## src/hdl/abpe_pkg.sv

```systemverilog
// Shared types, register indexes, constants and tables of the ADPCM-B playback engine.
// No dependencies.
package abpe_pkg;

    localparam int STORE_BYTES_DEF = 65536;
    localparam int PHASE_BITS_DEF  = 16;

    localparam logic [1:0] KIND_TICK  = 2'd0;
    localparam logic [1:0] KIND_CTRL  = 2'd1;
    localparam logic [1:0] KIND_WRITE = 2'd2;
    localparam logic [1:0] KIND_READ  = 2'd3;

    localparam logic [2:0] REG_START  = 3'd0;
    localparam logic [2:0] REG_END    = 3'd1;
    localparam logic [2:0] REG_LIMIT  = 3'd2;
    localparam logic [2:0] REG_RATE   = 3'd3;
    localparam logic [2:0] REG_VOLUME = 3'd4;
    localparam logic [2:0] REG_PAN    = 3'd5;

    localparam logic [7:0] MODE_MASK   = 8'hF1;
    localparam logic [7:0] MODE_SEL    = 8'hE0;
    localparam logic [7:0] MODE_PLAY_M = 8'hA0;
    localparam logic [7:0] MODE_PLAY_C = 8'h80;
    localparam logic [7:0] MODE_WR_M   = 8'h60;
    localparam logic [7:0] MODE_RD_M   = 8'h20;

    localparam logic [23:0] LIMIT_OFF = 24'hFFFFFF;
    localparam logic [14:0] STEP_MAX  = 15'd24576;
    localparam logic [14:0] STEP_MIN  = 15'd127;
    localparam logic [14:0] STEP_INIT = 15'd127;

    typedef struct packed {
        logic [1:0] kind;
        logic [7:0] value;
    } t_in;

    typedef struct packed {
        logic signed [23:0] sample;
        logic               sample_valid;
        logic [1:0]         mix_select;
        logic [7:0]         read_byte;
        logic               end_event;
        logic               buffer_ready;
        logic               playing;
    } t_out;

    typedef struct packed {
        logic       is_tick;
        logic       is_ctrl;
        logic       is_write;
        logic       is_read;
        logic [7:0] value;
    } t_cmd;

    function automatic logic [7:0] grow_factor(input logic [3:0] code);
        logic [7:0] g;
        case (code[2:0])
            3'd4:    g = 8'd77;
            3'd5:    g = 8'd102;
            3'd6:    g = 8'd128;
            3'd7:    g = 8'd153;
            default: g = 8'd57;
        endcase
        return g;
    endfunction

endpackage

```

## src/hdl/abpe_front.sv

```systemverilog
// Front end: accepts input items, classifies them by kind and queues them.
// Depends on abpe_pkg.
module abpe_front (
    input  logic            i_clk,
    input  logic            i_rst_n,
    input  logic            i_push,
    input  abpe_pkg::t_in   i_in,
    output logic            o_full,
    output logic            o_cmd_valid,
    output abpe_pkg::t_cmd  o_cmd,
    input  logic            i_cmd_take
);

    abpe_pkg::t_cmd r_q [2];
    logic           r_wp, r_rp;
    logic [1:0]     r_cnt;
    abpe_pkg::t_cmd w_cls;
    logic           w_push, w_take;

    always_comb begin
        w_cls.is_tick  = (i_in.kind == abpe_pkg::KIND_TICK);
        w_cls.is_ctrl  = (i_in.kind == abpe_pkg::KIND_CTRL);
        w_cls.is_write = (i_in.kind == abpe_pkg::KIND_WRITE);
        w_cls.is_read  = (i_in.kind == abpe_pkg::KIND_READ);
        w_cls.value    = i_in.value;
    end

    assign o_full      = (r_cnt == 2'd2);
    assign o_cmd_valid = (r_cnt != 2'd0);
    assign o_cmd       = r_q[r_rp];
    assign w_push      = i_push && !o_full;
    assign w_take      = i_cmd_take && o_cmd_valid;

    always_ff @(posedge i_clk) begin
        if (w_push) begin
            r_q[r_wp] <= w_cls;
        end
        if (!i_rst_n) begin
            r_wp  <= 1'b0;
            r_rp  <= 1'b0;
            r_cnt <= 2'd0;
        end else begin
            if (w_push) begin
                r_wp <= !r_wp;
            end
            if (w_take) begin
                r_rp <= !r_rp;
            end
            r_cnt <= r_cnt + 2'(w_push) - 2'(w_take);
        end
    end

endmodule

```

## config.mk

```make
export PLATFORM = sky130hd
export DESIGN_NAME = abpe_front
export DESIGN_NICKNAME = d
export VERILOG_FILES = /design/src/hdl/abpe_pkg.sv /design/src/hdl/abpe_front.sv
export SDC_FILE = /design/constraint.sdc
export NUM_CORES = 1
export LEC_CHECK = 0
export BUFFER_PORTS_ARGS = -buffer_cell sky130_fd_sc_hd__buf_4
export CAP_MARGIN = 20
export CORE_MARGIN = 1
export CORE_UTILIZATION = 50
export DETAILED_ROUTE_END_ITERATION = 8
export PLACE_DENSITY = 0.77
export REMOVE_ABC_BUFFERS = 1
export SYNTH_ARGS = -nofsm -noshare
export SYNTH_HDL_FRONTEND = slang
export SYNTH_SLANG_ARGS = --single-unit
```

## constraint.sdc

```tcl
create_clock -name i_clk -period 2.1 [get_ports i_clk]
set_input_delay 0.63 -clock i_clk [delete_from_list [all_inputs] [get_ports i_clk]]
set_output_delay 0.63 -clock i_clk [all_outputs]
set_load 0.1 [all_outputs]
```

==> summary.txt <==
Run status
  • Status: finished clean

Synthesis
  • Sequential fraction of the synthesis area: between 70 and 80%
  • Cell Area, Synth: 0.00112 sq mm
  • Post-synth ARST share: 0%
  • Top FF cell, synth: edfxtp_1
  • Synth top area cells: edfxtp_1 (64%), mux2_2 (12%), dfxtp_1 (8.9%)
  • Dominant cell type by area after synthesis: edfxtp_1
  • Syn_area_per_cell: roughly 17 sq um
  • Post-synth EDFFs: 24
  • Flops & latches, synth: 29
  • Mapped Cells: between 60 and 70
  • Synthesis Warnings: 0
  • Post-synth top area share: between 60 and 70%
  • Cell variety after synth: 17

Routing
  • Final WL: between 1500 and 2000 um
  • Initial drt markers: 14
  • DRT antenna net count: 0
  • Total iterations of the first detailed-routing run: 3
  • Drt wl/cell: between 10 and 15 um
  • Detail-routed via count per cell: around 4.8
  • Vias: roughly 640
  • DRC: 0

Worst setup path
  • CP Max Fanout: 5
  • Kind of start point of the critical path: flip-flop
  • Worst path max stage delay: between 0.3 and 0.4 ns
  • CP most frequent cell: buf_4
  • Critical Path Sink Type: output port
  • CP Cell Sequence: buf_4, mux2_2, buf_4
  • CP Class: reg2out
  • Reg2reg setup slack: roughly 0.50 ns
  • Slowest cell on the critical path: dfxtp_1
  • Critical Path RT: 1.47 ns
  • Crit path DAT: between 1 and 1.5 ns

Global route
  • First-pass GRT wire length: 2480 um
  • Vias in the first global route: 577
  • Antenna violations before repair: 0
  • Gr ovfl total: 0
  • Total GRT Usage: between 10% and 20%
  • Largest net degree at the start of global routing: 10

Timing
  • Fmax: around 0.50 GHz
  • Clk_skew: slightly below 0.009 ns
  • # setup viols final: 0
  • Worst rel slew slack: approximately four fifths
  • Setup ws final: between 0.08 and 0.09 ns
  • RSZ-0062 raised after global routing: no
  • Final hold slack: approximately 0.5 ns
  • Slew Viols, Final: 0
  • Fin. Hold Viols: 0
  • Crit share post-route: a little over nine tenths
  • Minimum clock period: about 2.0 ns
  • Setup_tns: 0 ns
  • Worst-margin pin slew: 0.279 ns

Floorplan
  • Die Width: 49.4 um
  • # rows: 16
  • DIE AREA: ~0.0024 sq mm
  • Die Height: 49.4 um
  • Core area: slightly above 0.002 sq mm
  • IO Pins: 28
  • Initial Utilization: 54.9%

Clocking
  • TritonCTS buffer count: 5
  • H-tree depth: 2
  • Clock Latency Late Sink: roughly 0.32 ns
  • CTS root buf: clkbuf_4
  • Clock Sinks: 29
  • Reg clk slew, reported paths: about 0.09 ns
  • Clock buffer depth: 2
  • CTS tree: yes
  • Postcts setup bufs: 0
  • CTS resizes: 0
  • Hold buffer count at cts: 0

Placed design
  • Placer congestion estimate: roughly 0.66
  • DP Wirelength: between 1000 and 1500 um
  • Pre-CTS setup slack: between 0.2 and 0.3 ns
  • # port buffers: 27

Cells and area
  • Layout area overhead: 31.5%
  • Ant. Diodes: 0
  • Final Net Count: around 120
  • Share of cells above drive strength 1: 50.0%

Flow run
  • Max Cap Viol: 0

Min path
  • Hold Crit Class: in2reg
[metal layers]
metal	part of all wire, %	vias to the layer above	global-route usage [%]
met3	5.5	3	9.35
met1	42	297	16.5
met2	51	22	23.3
met4	1.4	0	7.35
met5	0	-	0
li1	-	314	-
[cells in the mapped netlist (2+ instances only)]
cell type  number
edfxtp_1       24
mux2_2         12
dfxtp_1         5
nor2_1          5
inv_1           3
and2_1          2
ha_1            2
nand2_1         2
nand2b_1        2
nor2b_1         2
xnor2_1         2
[cell type report]
class,instances,area [sq um]
clock buffers,6,51.3
clock inverters,2,8.76
fillers,145,568
inverters,3,11.3
multi-input cells,34,282
flip-flops and latches,29,821
well taps,27,33.8
repair buffers,32,267
[critical path, delay by kind of cell (launching register included)]
family,cells,cell delay [ns]
DFF,1,0.34
muxes,1,0.34
buffers and inverters,2,0.38
[through the flow]
stage	cells	util (%)	area, sq um
after floorplan	66	-	1110
after global placement	125	68.0	1390
after detailed placement	125	68.0	1390
after CTS	133	70.9	1450
after global routing	133	72.2	1470
final	133	72.2	1470
[cells by family after synthesis]
| group | share of synthesized area [%] |
|---|---|
| compound gates | 0.781 |
| fa+ha+maj | 2.23 |
| flops | 73.2 |
| buf+inv | 1.67 |
| simple gates | 6.81 |
| mux | 12.9 |
| xor+xnor | 2.34 |
[placed cells by master (no fill, tap or decap), types with 2 or more instances in the layout]
master	Yosys	routed
mux2_2	12	12
xnor2_1	2	2
inv_1	3	3
edfxtp_1	24	24
nor2b_1	2	2
buf_4	1	25
clkbuf_4	0	5
nor2_1	5	5
buf_6	0	7
dfxtp_1	5	5
nand2_1	2	2
ha_1	2	2
and2_1	2	2
nand2b_1	2	2
[sequential cells by signal (all words and copies together) (netlist names), named ones only]
name	count
r_q	24
r_cnt	2
r_rp	1
r_wp	1
[worst paths after layout]
check                  from        end  depth (start not counted)
setup / recovery  flip-flop  o_cmd[11]                          3
hold reg to reg        r_wp       r_wp                          2
hold / removal      i_in[7]  r_q[0][7]                          1
setup reg to reg   r_cnt[0]   r_cnt[1]                          8
Power is not shown: default switching activity piles up to over one toggle a cycle in this logic, so the estimate is an artifact.
